==> src/sv/sorted_best_n_table_core_macros.svh <==
// assertion macros for the sorted best-n table
`ifndef SORTED_BEST_N_TABLE_CORE_MACROS_SVH
`define SORTED_BEST_N_TABLE_CORE_MACROS_SVH

`ifndef NO_ASSERTIONS
`define SBNT_ASSERT(lbl, prop, msg) \
    lbl: assert property (@(posedge i_clk) disable iff (!i_rst_n) prop) else $error(msg);
`define SBNT_ASSERT_ALWAYS(lbl, prop, msg) \
    lbl: assert property (@(posedge i_clk) prop) else $error(msg);
`else
`define SBNT_ASSERT(lbl, prop, msg)
`define SBNT_ASSERT_ALWAYS(lbl, prop, msg)
`endif

`endif

==> src/sv/sbnt_pkg.sv <==
package sbnt_pkg;

    localparam int COST_W   = 32;
    localparam int HANDLE_W = 9;
    localparam int RANK_W   = 8;
    localparam int SUM_W    = 40;

    localparam logic REQ_INSERT = 1'b0;
    localparam logic REQ_READ   = 1'b1;

    typedef struct packed {
        logic                valid;
        logic [COST_W-1:0]   cost;
        logic [HANDLE_W-1:0] handle;
    } t_entry;

endpackage

==> src/sv/sbnt_cell.sv <==
module sbnt_cell
    import sbnt_pkg::*;
#(
    parameter int IDX = 0
) (
    input  logic              i_clk,
    input  logic              i_rst_n,
    input  logic              i_en,
    input  logic [COST_W-1:0]   i_cost,
    input  logic [HANDLE_W-1:0] i_handle,
    input  t_entry            i_left,
    input  logic              i_left_gt,
    input  logic [RANK_W-1:0] i_rank_index,
    output t_entry            o_entry,
    output logic              o_gt,
    output logic [RANK_W-1:0] o_rank,
    output t_entry            o_rd
);

    localparam logic [RANK_W-1:0] IDX_LO = IDX[RANK_W-1:0];
    localparam bit READABLE = (IDX < (1 << RANK_W));

    t_entry r_entry;
    t_entry n_entry;
    logic   w_ins;
    logic   w_hit;

    // empty cells count as infinitely costly
    assign o_gt  = !r_entry.valid || (r_entry.cost > i_cost);
    assign w_ins = o_gt && !i_left_gt;

    always_comb begin
        n_entry = r_entry;
        if (i_en) begin
            if (i_left_gt) begin
                n_entry = i_left;
            end else if (o_gt) begin
                n_entry.valid  = 1'b1;
                n_entry.cost   = i_cost;
                n_entry.handle = i_handle;
            end
        end
    end

    always_ff @(posedge i_clk) begin
        if (!i_rst_n) begin
            r_entry.valid <= 1'b0;
        end else begin
            r_entry <= n_entry;
        end
    end

    assign w_hit   = READABLE && r_entry.valid && (i_rank_index == IDX_LO);
    assign o_entry = r_entry;
    assign o_rank  = w_ins ? IDX_LO : '0;
    assign o_rd    = w_hit ? r_entry : '0;

endmodule

==> config.mk <==
export PLATFORM = sky130hd
export DESIGN_NAME = sbnt_cell
export DESIGN_NICKNAME = d
export VERILOG_FILES = /design/src/sv/sorted_best_n_table_core_macros.svh /design/src/sv/sbnt_pkg.sv /design/src/sv/sbnt_cell.sv
export SDC_FILE = /design/constraint.sdc
export NUM_CORES = 1
export LEC_CHECK = 0
export BUFFER_PORTS_ARGS = -buffer_cell sky130_fd_sc_hd__buf_2
export CAP_MARGIN = 10
export CELL_PAD_IN_SITES_DETAIL_PLACEMENT = 0
export CELL_PAD_IN_SITES_GLOBAL_PLACEMENT = 1
export CORE_MARGIN = 10
export CORE_UTILIZATION = 27
export CTS_CLUSTER_DIAMETER = 100
export DETAILED_ROUTE_END_ITERATION = 12
export GPL_TIMING_DRIVEN = 0
export PLACE_DENSITY_LB_ADDON = 0.3
export SLEW_MARGIN = 40
export SYNTH_ARGS = -nofsm -noshare
export SYNTH_HDL_FRONTEND = slang
export SYNTH_SLANG_ARGS = --single-unit
==> constraint.sdc <==
create_clock -name i_clk -period 3.15 [get_ports i_clk]
set_input_delay 0.315 -clock i_clk [delete_from_list [all_inputs] [get_ports i_clk]]
set_output_delay 0.315 -clock i_clk [all_outputs]
set_load 0.01 [all_outputs]
==> results of run 1 <==
==> metal layers <==
layer / global-route usage [%] / routed length, microns
met5: 0 / 0
met4: 2.056 / 46
met3: 4.468 / 896
met2: 21.87 / 5024
met1: 15.34 / 4400
==> cell type report <==
type                            count  area, sq um
Buffer                             20        136.4
Fill cell                        1111         6560
Inverter                           35        131.4
Antenna cell                        1        2.502
Multi-Input combinational cell    210         1461
Clock inverter                      2        12.51
Clock buffer                        6        82.58
Tap cell                          140        175.2
Timing Repair Buffer              181        932.1
Sequential cell                    42         1251
==> cell families after synthesis <==
| kind of cell | after synthesis | share of synthesized area (%) |
|---|---|---|
| simple gates | 99 | 18.62 |
| compound gates | 61 | 12.20 |
| buf+inv | 55 | 9.099 |
| flops | 42 | 42.52 |
| fa+ha+maj | 32 | 13.61 |
| mux | 10 | 3.827 |
| other cells | 1 | 0.1274 |
==> power by group through the flow <==
stage	Sequential (mW)	Clock [mW]	Combinational, mW
3_3_place_gp	0.684	0	0.277
3_5_place_dp	0.685	0	0.288
4_1_cts	0.672	0.407	0.289
5_1_grt	0.676	0.423	0.322
2_1_floorplan	0.695	0	0.137
6_report	0.672	0.384	0.283
==> path summary, 6_finish.rpt <==
| path | from | endpoint | slack, ns | cells past startpoint |
|---|---|---|---|---|
| worst max-delay path | o_entry[32] | o_entry[31] | 0.35 | 8 |
| worst min-delay path | i_en | o_entry[41] | 0.23 | 2 |
| worst max register to register | o_entry[32] | o_entry[31] | 0.35 | 8 |
| worst min register to register | o_entry[41] | o_entry[41] | 0.64 | 2 |
==> worst register-to-register path, cell delays in order, from the launching register on <==
cell	delay (ns)
sky130_fd_sc_hd__edfxtp_1	0.43
sky130_fd_sc_hd__ha_1	0.33
sky130_fd_sc_hd__a21oi_1	0.15
sky130_fd_sc_hd__o21ai_1	0.08
sky130_fd_sc_hd__a311o_1	0.35
sky130_fd_sc_hd__a211oi_1	0.49
sky130_fd_sc_hd__a41oi_4	0.33
sky130_fd_sc_hd__buf_8	0.24
sky130_fd_sc_hd__buf_8	0.15
==> layout by cell type (no fill, tap or decap), drive strengths merged, types with 4 or more instances in the layout <==
| master | synthesis | routed |
|---|---|---|
| a21oi | 13 | 13 |
| and2 | 41 | 41 |
| and4 | 4 | 4 |
| buf | 13 | 194 |
| clkbuf | 7 | 13 |
| conb | 1 | 8 |
| edfxtp | 41 | 41 |
| ha | 32 | 32 |
| inv | 35 | 35 |
| mux2 | 10 | 10 |
| nand2 | 37 | 37 |
| nand3 | 5 | 5 |
| nand4 | 4 | 4 |
| o21ai | 35 | 35 |
==> through the flow <==
step,setup slack [ns],cells
6_report,0.3510,637
3_3_place_gp,-0.2981,625
5_1_grt,0.1281,636
2_1_floorplan,0.3618,307
4_1_cts,0.2808,636
3_5_place_dp,0.2746,628
==> results.md, run 1 <==
- The tightest min-delay check is of the in2reg type.
- The flow ran to the end, and the final reports show no timing, DRC or antenna violations.
- The flip-flop and latch count after synthesis is 42.
- The ratio of cells with drive above 1 in the final layout is 43.75%.
- The clock network accounts for 28.7% of the total power.
- TritonCTS built the clock tree.
- The overall routing resource usage is 12.81%.
- The clock latency on the worst-skew pair is ~0.3 ns.
- The post-synthesis cell count is 300.
- Cells fill between 30% and 40% of the core in the end.
- The die is 124.4 microns tall.
- The minimum clock period is 2.799 ns.
- Dividing the detail-routed wire length by the instance count gives 16.28 microns.
- The initial antenna violation count came to 0.
- The most used flip-flop cell after synthesis is sky130_fd_sc_hd__edfxtp_1.
- After clock tree synthesis, the clock-pin slew on the worst setup and hold paths is about 0.09 ns.
- The area growth from synthesis to layout is 42.22%.
- The iteration-0 DRC count of the detailed router is 127.
- The number of iterations in the first detailed-routing pass is 4.
- The post-CTS setup repair buffer count is 0.
- Walking the worst path, the cells encountered are ha_1, a21oi_1, o21ai_1, a311o_1, a211oi_1, a41oi_4, buf_8, buf_8.
- The fraction of power spent switching nets is 28.17%.
- The placement-stage cell area is between 0.004 and 0.005 sq mm.
- Combinational cells account for between 20% and 30% of the total power.
- The design draws 1.338 mW.
- The via count normalized by instance count is around 4.4.
- The count of maximum capacitance violations is 0.
- Pin placement for this block handled 188 I/O pins.
- The number of global-route vias before repair is 2991.
- The placer's final routability congestion estimate is 0.7508.
- The H-tree was split into 2 levels.
- The final cycle utilization of the critical path is approximately nine tenths.
- Together, buffers and inverters on the worst path number 2.
- Summed over all layers, the global routing overflow is 0.
- The die outline width is 124.4 microns.
- The highest ir drop seen on vdd is approximately 0.15 mV.
- After legalization and detailed placement, the total HPWL measured 8622 microns.
- The critical path launch point type is a flop.
- The number of flip-flops under the largest register name is 42.
- Setup repair after global routing left no endpoint under its margin.
- The maximum root-to-sink buffer count is 2.
- The worst endpoint required time is 3.22 ns.
- The smallest hold slack is 0.2269 ns.
- The average instance in the mapped netlist occupies 9.809 sq um.
- The cell with the largest stage delay on the worst path is sky130_fd_sc_hd__a211oi_1.
- For this design the total switching power over the nets is 377.0 uW.
- The synthesized netlist occupies a cell area of 0.002943 sq mm.
- Along the worst path, the maximum fanout reaches 13.
- The routed layout has 2795 vias.
- The endpoint kind of the worst setup timing path is a flop.
- Measured against its own limit, the worst slew margin works out to between 50% and 60%.
- The count of buffers from port buffering is 178.
- The cell family contributing the most delay on the critical path is compound AO/OA/AOI/OAI gates.
- For this design the static power due to leakage is roughly 2.2 nW.
- The measured slew at the worst slew-check pin is approximately 0.62 ns.
- The number of synthesis warnings is 0.
- For this design, the sink count on the clock tree is 42.
- After detailed routing, the total wire length is ~10000 microns.
- The dominant cell type by count on the critical path is sky130_fd_sc_hd__buf_8.
- The setup path with the least slack is of type reg2reg.
- Once the floorplan was initialized, standard cells occupied 27.39% of the core.
- The number of buffers added to fix hold violations after cts is 0.
- The global-route wire length before repair is 16290 microns.
- The clock root buffer is sky130_fd_sc_hd__clkbuf_8.
- The sum of negative setup slack is 0 ns.
- Buffers inserted during clock tree synthesis total 5.
- The areal power density over the cells is 319.8 mW/mm^2.
- The count of endpoints failing hold in the final timing report was 0.
- By area the synthesized netlist is led by sky130_fd_sc_hd__edfxtp_1, sky130_fd_sc_hd__ha_1, sky130_fd_sc_hd__and2_1.
- The share of total power dissipated in sequential elements is between 50% and 60%.
- Static timing analysis puts the maximum clock frequency at 357.3 MHz.
- The proportion of register bits with asynchronous set or reset after synthesis is 0%.
- The number of remaining DRC errors is 0.
- The count of antenna-violating nets left after detailed routing is 0.
- The fraction of post-synthesis cell area in the top cell type by area is a little over two fifths.
- Entering global routing, the biggest net connects 15 pins.
- The die covers 0.01548 sq mm.
- The final count of pins violating max slew is 0.
- The final layout contains 622 nets.
- The core outline area is 0.01075 sq mm.
- The cell internal power dissipation is 961.3 uW.
- The number of rows created at floorplan is 38.
- In this run, distinct cell masters in the synthesized netlist total 35.
- The synthesized design spends more area on one cell type than any other, namely sky130_fd_sc_hd__edfxtp_1.
- The number of gates resized after CTS is 0.
- The summed area of non-filler cells in the final layout is 0.004185 sq mm.
- The commonest cells after synthesis are sky130_fd_sc_hd__and2_1, sky130_fd_sc_hd__edfxtp_1, sky130_fd_sc_hd__nand2_1.
- Summing the sequential cell areas from Yosys gives 42.52% of the chip area.
- Setup violations remaining at the end of the flow were counted as 0.
- For this run, the slowest stage of the critical path takes a little under 0.5 ns.
- Data on the critical path arrives at its endpoint at approximately 2.9 ns.
- The number of synthesized flops with an enable pin is 41.
- The clock arrives with 0.003264 ns of skew.
Note: power is estimated with default switching activity, not from simulation.
==> run 2, diff against run 1 <==
--- a/config.mk
+++ b/config.mk
@@ -9,6 +9,7 @@
 export CAP_MARGIN = 10
 export CELL_PAD_IN_SITES_DETAIL_PLACEMENT = 0
 export CELL_PAD_IN_SITES_GLOBAL_PLACEMENT = 1
+export CORE_ASPECT_RATIO = 0.6
 export CORE_MARGIN = 10
 export CORE_UTILIZATION = 27
 export CTS_CLUSTER_DIAMETER = 100
==> run 2 against run 1 <==
Against the previous run: final area up 1.6%; global-route usage up 0.62 points; clock-buffer cell count up 2; cell count down 0.16%; critical path depth unchanged; non-clock buffer count unchanged; total power up 15%; worst hold slack better by 0.025 ns; die area up 0.88%; maximum frequency down 1.4%.
==> results.md, run 2 (synthesized netlist as in run 1, its figures left out) <==
- The flow ran to the end, and the final reports show no timing, DRC or antenna violations.
- The number of global-route vias before repair is 2919.
- The final count of pins violating max slew is 0.
- The measured slew at the worst slew-check pin is between 0.6 and 0.7 ns.
- The critical path is of the reg2reg type.
- Summed over all nets, the half-perimeter wirelength after detailed placement is approximately 9200 microns.
- TritonCTS built the clock tree.
- The endpoint kind of the worst setup timing path is a flop.
- The count of antenna-violating nets left after detailed routing is 0.
- The number of iterations in the first detailed-routing pass is 4.
- The number of remaining DRC errors is 0.
- The maximum root-to-sink buffer count is 2.
- The floorplan has 29 rows.
- The register-to-register path setup slack is 0.31 ns.
- The buffers plus inverters on the worst setup path is 2.
- The utilization after layout is 40.13%.
- The placer's final routability congestion estimate is 0.8100.
- The path with the worst hold slack has its endpoint at o_entry[41].
- The data arrival time of the worst path is 2.83 ns.
- The number of ports placed on the die boundary is 188.
- Setup repair after global routing left no endpoint under its margin.
- Counting stages on the worst path, the most repeated cell is sky130_fd_sc_hd__buf_6.
- The initial core utilization is approximately 28%.
- The areal power density over the cells is 360.8 mW/mm^2.
- The worst endpoint required time is 3.14 ns.
- Leaving out fill and tap cells, the most frequent cells in the layout are sky130_fd_sc_hd__buf_2, sky130_fd_sc_hd__and2_1, sky130_fd_sc_hd__edfxtp_1.
- The root buffer cell chosen for the clock tree is sky130_fd_sc_hd__clkbuf_16.
- The most critical setup path has its startpoint at o_entry[23].
- The total number of vias is between 2000 and 3000.
- The first routing iteration left 79 violations.
- The cell with the largest stage delay on the worst path is sky130_fd_sc_hd__a41oi_4.
- The register with the most flip-flops in the layout has 42 of them.
- The minimum setup slack in the final design is 0.3108 ns.
- The die is roughly 150 microns wide.
- Entering global routing, the biggest net connects 16 pins.
- The final critical path takes up about nine tenths of the cycle.
- The count of endpoints failing hold in the final timing report is 0.
- The post-CTS setup repair buffer count is 0.
- The number of H-tree levels is 2.
- Static timing analysis puts the maximum clock frequency at around 350 MHz.
- Setup violations remaining at the end of the flow were counted as 0.
- In the final routed layout, each cell accounts on average for 17.08 microns.
- The initial antenna violation count is 2.
- The core outline area is 0.01060 sq mm.
- After clock tree synthesis, the flow added hold-fix buffers numbering 0.
- The clock transition time at the flip-flop clock pins of the worst setup and hold paths is approximately 0.060 ns.
- The tightest min-delay check is of the in2reg type.
- The critical path launch point type is a flop.
- The worst slew slack as a fraction of its limit is 58.74%.
- For this design the static power due to leakage is 2.187 nW.
- The worst flop-to-flop path endpoint is o_entry[20].
- The start point of the worst min-delay path is i_en.
- The count of maximum capacitance violations is 0.
- The floorplan die area is 0.01561 sq mm.
- Before CTS, the worst setup slack after placement is 0.2330 ns.
- At the end of the flow, the number of nets in the layout was about 620.
- The number of clock sinks seen by CTS is 42.
- The highest ir drop seen on vdd is 0.1803 mV.
- The launching point of the worst reg2reg path is o_entry[23].
- The number of gates resized after CTS was 0.
- The worst register-to-register path has a depth of 8.
- Total power for the finished layout comes to 1.534 mW.
- The remaining global-route overflow is 0.
- The kind of cell with the highest combined delay along the critical path is compound AO/OA/AOI/OAI gates.
- Counting instances, the worst hold path has a depth of 2.
- The post-route clock skew is 0.003766 ns.
- Fill cells in the final layout number ~1100.
- The minimum clock period is 2.839 ns.
- Compared with the post-synthesis result, the final layout area differs by 44.47%.
- The critical path goes through ha_1, nand4_1, nor4_2, a21boi_2, o31ai_2, a41oi_4, buf_6, buf_6.
- The commonest non-fill, non-tap cell in the layout is sky130_fd_sc_hd__buf_2.
- On the worst path, the slowest cell contributes a delay of ~0.43 ns.
- In the final layout, the share of cells above drive strength 1 is 43.75%.
- The first global-routing pass estimated 16480 microns of wire.
- The number of buffers added by the clock tree synthesis step is 5.
- The clock latency on the worst-skew pair is 0.29 ns.
- Global routing used between 10% and 20% of the available tracks across all layers.
- For this block, the routed nets add up to 10860 microns of wire.
- The die is 100.9 microns tall.
- The count of buffers from port buffering is 178.
- The via count normalized by instance count is 4.333.
- Along the worst path, the maximum fanout reaches 15.
-- run 2: cell count changes in the layout (fill, tap and decap cells not counted), sizes merged --
cell / delta
clkbuf: +2
clkinvlp: -1
clkinv: -1
-- run 2: stage by stage --
stage,hold slack [ns],std cells,cell area [sq um],TNS [ns]
2_1_floorplan,0.4223,307,2980,0
3_3_place_gp,0.5348,624,4045,-14.52
3_5_place_dp,0.5446,627,4083,0
4_1_cts,0.2371,635,4249,0
5_1_grt,0.2424,635,4249,0
6_report,0.2515,636,4252,0
-- run 2: how the worst max path moves through the flow --
| stage | end | slack (ns) | cells past startpoint |
|---|---|---|---|
| finish | o_entry[20] | 0.31 | 8 |
| global placement | o_entry[27] | -0.36 | 8 |
| global route | o_entry[24] | 0.08 | 8 |
| detailed placement | o_entry[27] | 0.23 | 10 |
| floorplan | o_entry[0] | 0.36 | 6 |
| CTS | o_entry[27] | 0.24 | 8 |
-- run 2: layout make-up --
cell class,instances,area (sq um),share of cell area [%]
flip-flops and latches,42,1251,29.43
diodes,1,2.502,0.05886
multi-input cells,210,1461,34.37
clock buffers,8,166.4,3.914
repair buffers,181,928.4,21.84
plain buffers,20,136.4,3.208
inverters,35,131.4,3.090
well taps,139,173.9,4.091
-- run 2: power by group --
part           internal (mW)  switching, mW
registers              0.653         0.0204
logic                  0.132          0.151
clock network          0.359          0.218
total                   1.14          0.390
-- run 2: worst reg2reg max path, delay by kind of cell, from the launching register on --
kind,cells,cell delay (ns)
flip-flops,1,0.42
AND/OR/NAND/NOR,2,0.58
adder cells (fa/ha/maj),1,0.34
buffers and inverters,2,0.41
AO/OA/AOI/OAI,3,0.79
-- run 2: per-layer routing --
layer	share of wire (%)	global-route usage, %	vias to the layer above
met2	40	19.36	141
met1	47	18.01	1188
met4	0.41	1.952	2
met5	0.10	0	-
met3	12	6.522	7
li1	-	-	1418
==> run 3, diff against run 2 <==
--- a/config.mk
+++ b/config.mk
@@ -15,7 +15,8 @@
 export CTS_CLUSTER_DIAMETER = 100
 export DETAILED_ROUTE_END_ITERATION = 12
 export GPL_TIMING_DRIVEN = 0
-export PLACE_DENSITY_LB_ADDON = 0.3
+export PLACE_DENSITY_LB_ADDON = 0.1
+export REMOVE_ABC_BUFFERS = 1
 export SLEW_MARGIN = 40
 export SYNTH_ARGS = -nofsm -noshare
 export SYNTH_HDL_FRONTEND = slang
==> constraint.sdc (replaced) <==
create_clock -name i_clk -period 3.15 [get_ports i_clk]
set_input_delay 0.315 -clock i_clk [delete_from_list [all_inputs] [get_ports i_clk]]
set_output_delay 0.315 -clock i_clk [all_outputs]
set_load 0.005 [all_outputs]
==> run 3 against run 2 <==
Against the previous run: global-route usage is 1.0 points lower; final area down 2.6%; non-clock buffer count fell by 16; critical endpoint is now o_entry[19]; sequential power is essentially flat; total power is 0.68% lower; clock power rose by 3%; sequential share of layout area up 0.78 points; first-iteration DRC count decreased by 14%.
==> results.md, run 3 (synthesized netlist as in run 1, its figures left out) <==
- The iteration-0 DRC count of the detailed router is 68.
- The final routed wire length divided by cell count is between 15 and 20 microns.
- Entering global routing, the biggest net connects 76 pins.
- The data arrival time of the worst path is 2.89 ns.
- The measured slew at the worst slew-check pin is 0.7428 ns.
- The static leakage is 2.122 nW.
- The first global-routing pass estimated around 16000 microns of wire.
- The clock latency on the worst-skew pair is 0.29 ns.
- Subtracting the final worst setup slack from the clock period gives a little under 3 ns.
- The sum of met3 wire segment lengths after detailed routing is 1134 microns.
- After detailed routing, the wire length on met1 is between 4000 and 5000 microns.
- Clock tree synthesis found a total of 42 sinks.
- The pre-CTS worst setup slack is about 0.090 ns.
- The maximum achievable frequency is 346.2 MHz.
- Leaving out fill and tap cells, the most frequent cells in the layout are sky130_fd_sc_hd__buf_2, sky130_fd_sc_hd__and2_1, sky130_fd_sc_hd__edfxtp_1.
- In this run the power density over the cells is 367.9 mW/mm^2.
- The count of endpoints failing hold in the final timing report is 0.
- The number of H-tree levels is 2.
- The number of remaining DRC errors is 0.
- The overall routing resource usage is 12.39%.
- The placement-stage cell area is 0.003976 sq mm.
- The worst endpoint required time is 3.15 ns.
- The number of rows created at floorplan is 29.
- The final layout contains routed wiring with a total length of 9818 microns.
- The detailed router used layers up to and including met5.
- The summed area of non-filler cells in the final layout is 0.004141 sq mm.
- Setup violations remaining at the end of the flow were counted as 0.
- The via count normalized by instance count is 4.324.
- The post-route clock skew is between 0.006 and 0.007 ns.
- ~190 I/O pins were placed.
- The count of antenna-violating nets left after detailed routing is 0.
- The floorplan step set the die height to 100.9 microns.
- The number of setup buffers added after CTS is 0.
- The number of flip-flops under the largest register name is 42.
- Relative to the synthesized area, the layout overhead comes to 40.73%.
- The routed layout has 2681 vias.
- The half-perimeter wire length of the detailed placement result is 8198 microns.
- The commonest non-fill, non-tap cell in the layout is sky130_fd_sc_hd__buf_2.
- The ratio of cells with drive above 1 in the final layout is between 40% and 50%.
- The core outline area is 0.01060 sq mm.
- The endpoint kind of the worst setup timing path is a flop.
- In the detailed route, the total length drawn on met2 is approximately 4000 microns.
- TritonCTS built the clock tree.
- The worst slew slack as a fraction of its limit is 50.48%.
- The first TritonRoute pass finished after 4 iterations.
- The flow ran to the end, and the final reports show no timing, DRC or antenna violations.
- Setup repair after global routing left no endpoint under its margin.
- IR analysis of the VDD net gives a maximum drop of 0.1682 mV.
- The count of maximum capacitance violations is 0.
- The smallest hold slack is 0.2541 ns.
- Clock tree synthesis inserted a total of 5 buffers.
- The floorplan die area is 0.01561 sq mm.
- The number of gates resized after CTS was 0.
- The count of buffers from port buffering is 179.
- The worst setup path category is reg2reg.
- The post-placement cell count is 611.
- The final-stage net count is 606.
- At the end of routability-driven placement, the weighted congestion stood at 0.7274.
- The tree is rooted in a sky130_fd_sc_hd__clkbuf_16.
- The final count of pins violating max slew is 0.
- The classification of the worst-slack hold path is in2reg.
- The number of global-route vias before repair is 2922.
- The initial antenna violation count is 3.
- The longest clock path from root to sink contains 2 buffers.
- The final cycle utilization of the critical path is 91.71%.
- The initial core utilization is 27.78%.
- After clock tree synthesis, the clock-pin slew on the worst setup and hold paths is approximately 0.060 ns.
- The final standard cell count with taps included and fillers excluded is 620.
- The critical path launch point type is a flop.
- The die outline width is roughly 150 microns.
- Setup slack closes at 0.2612 ns.
- Summed over all layers, the global routing overflow is 0.
- The number of buffers added to fix hold violations after cts is 0.
- Of all nets on the critical path, the largest fanout is 14.
==> run 3: changes by cell type in the layout (fill, tap and decap cells not counted), sizes merged <==
cell and delta:
clkbuf -8, bufinv +1, buf -9
==> run 3: final cells by class <==
type | instances | area [sq um]
Tap cell | 139 | 173.9
Inverter | 35 | 131.4
Clock buffer | 7 | 132.6
Clock inverter | 1 | 30.03
Fill cell | 1136 | 6454
Multi-Input combinational cell | 210 | 1461
Antenna cell | 1 | 2.502
Timing Repair Buffer | 185 | 958.4
Sequential cell | 42 | 1251
==> run 3: layer usage <==
metal	up-vias	track usage, %
li1	1388	-
met1	1172	16.00
met2	109	18.09
met3	10	6.692
met4	2	1.952
met5	-	0
==> run 3: through the flow <==
| stage | total power [mW] | TNS [ns] | util (%) |
|---|---|---|---|
| floorplan | 0.7994 | -0.2960 | - |
| global placement | 0.9363 | -43.85 | 36.83 |
| detailed placement | 0.9457 | 0 | 37.53 |
| CTS | 1.546 | 0 | 39.06 |
| global route | 1.619 | 0 | 39.06 |
| finish | 1.524 | 0 | 39.09 |
==> run 3: worst max-delay path: stages (launching register included) <==
cell and delay (ns):
sky130_fd_sc_hd__edfxtp_1 0.42, sky130_fd_sc_hd__ha_1 0.34, sky130_fd_sc_hd__nand4_1 0.22, sky130_fd_sc_hd__nor4_2 0.36, sky130_fd_sc_hd__a21boi_2 0.22, sky130_fd_sc_hd__o31ai_2 0.10
sky130_fd_sc_hd__a41oi_4 0.51, sky130_fd_sc_hd__buf_6 0.27, sky130_fd_sc_hd__buf_6 0.17
==> run 3: path summary, 6_finish.rpt <==
kind / startpoint / slack [ns] / cells past startpoint / end
worst max-delay path: o_entry[23] / 0.26 / 8 / o_entry[19]
worst min-delay path: i_en / 0.25 / 2 / o_entry[41]
worst max register to register: o_entry[23] / 0.26 / 8 / o_entry[19]
worst min register to register: o_entry[41] / 0.63 / 2 / o_entry[41]
==> run 3: report_power, final <==
part,leakage [nW],internal [mW],switching (mW)
Combinational,1.65,0.123,0.132
Clock,0.0781,0.375,0.220
Sequential,0.394,0.653,0.0202
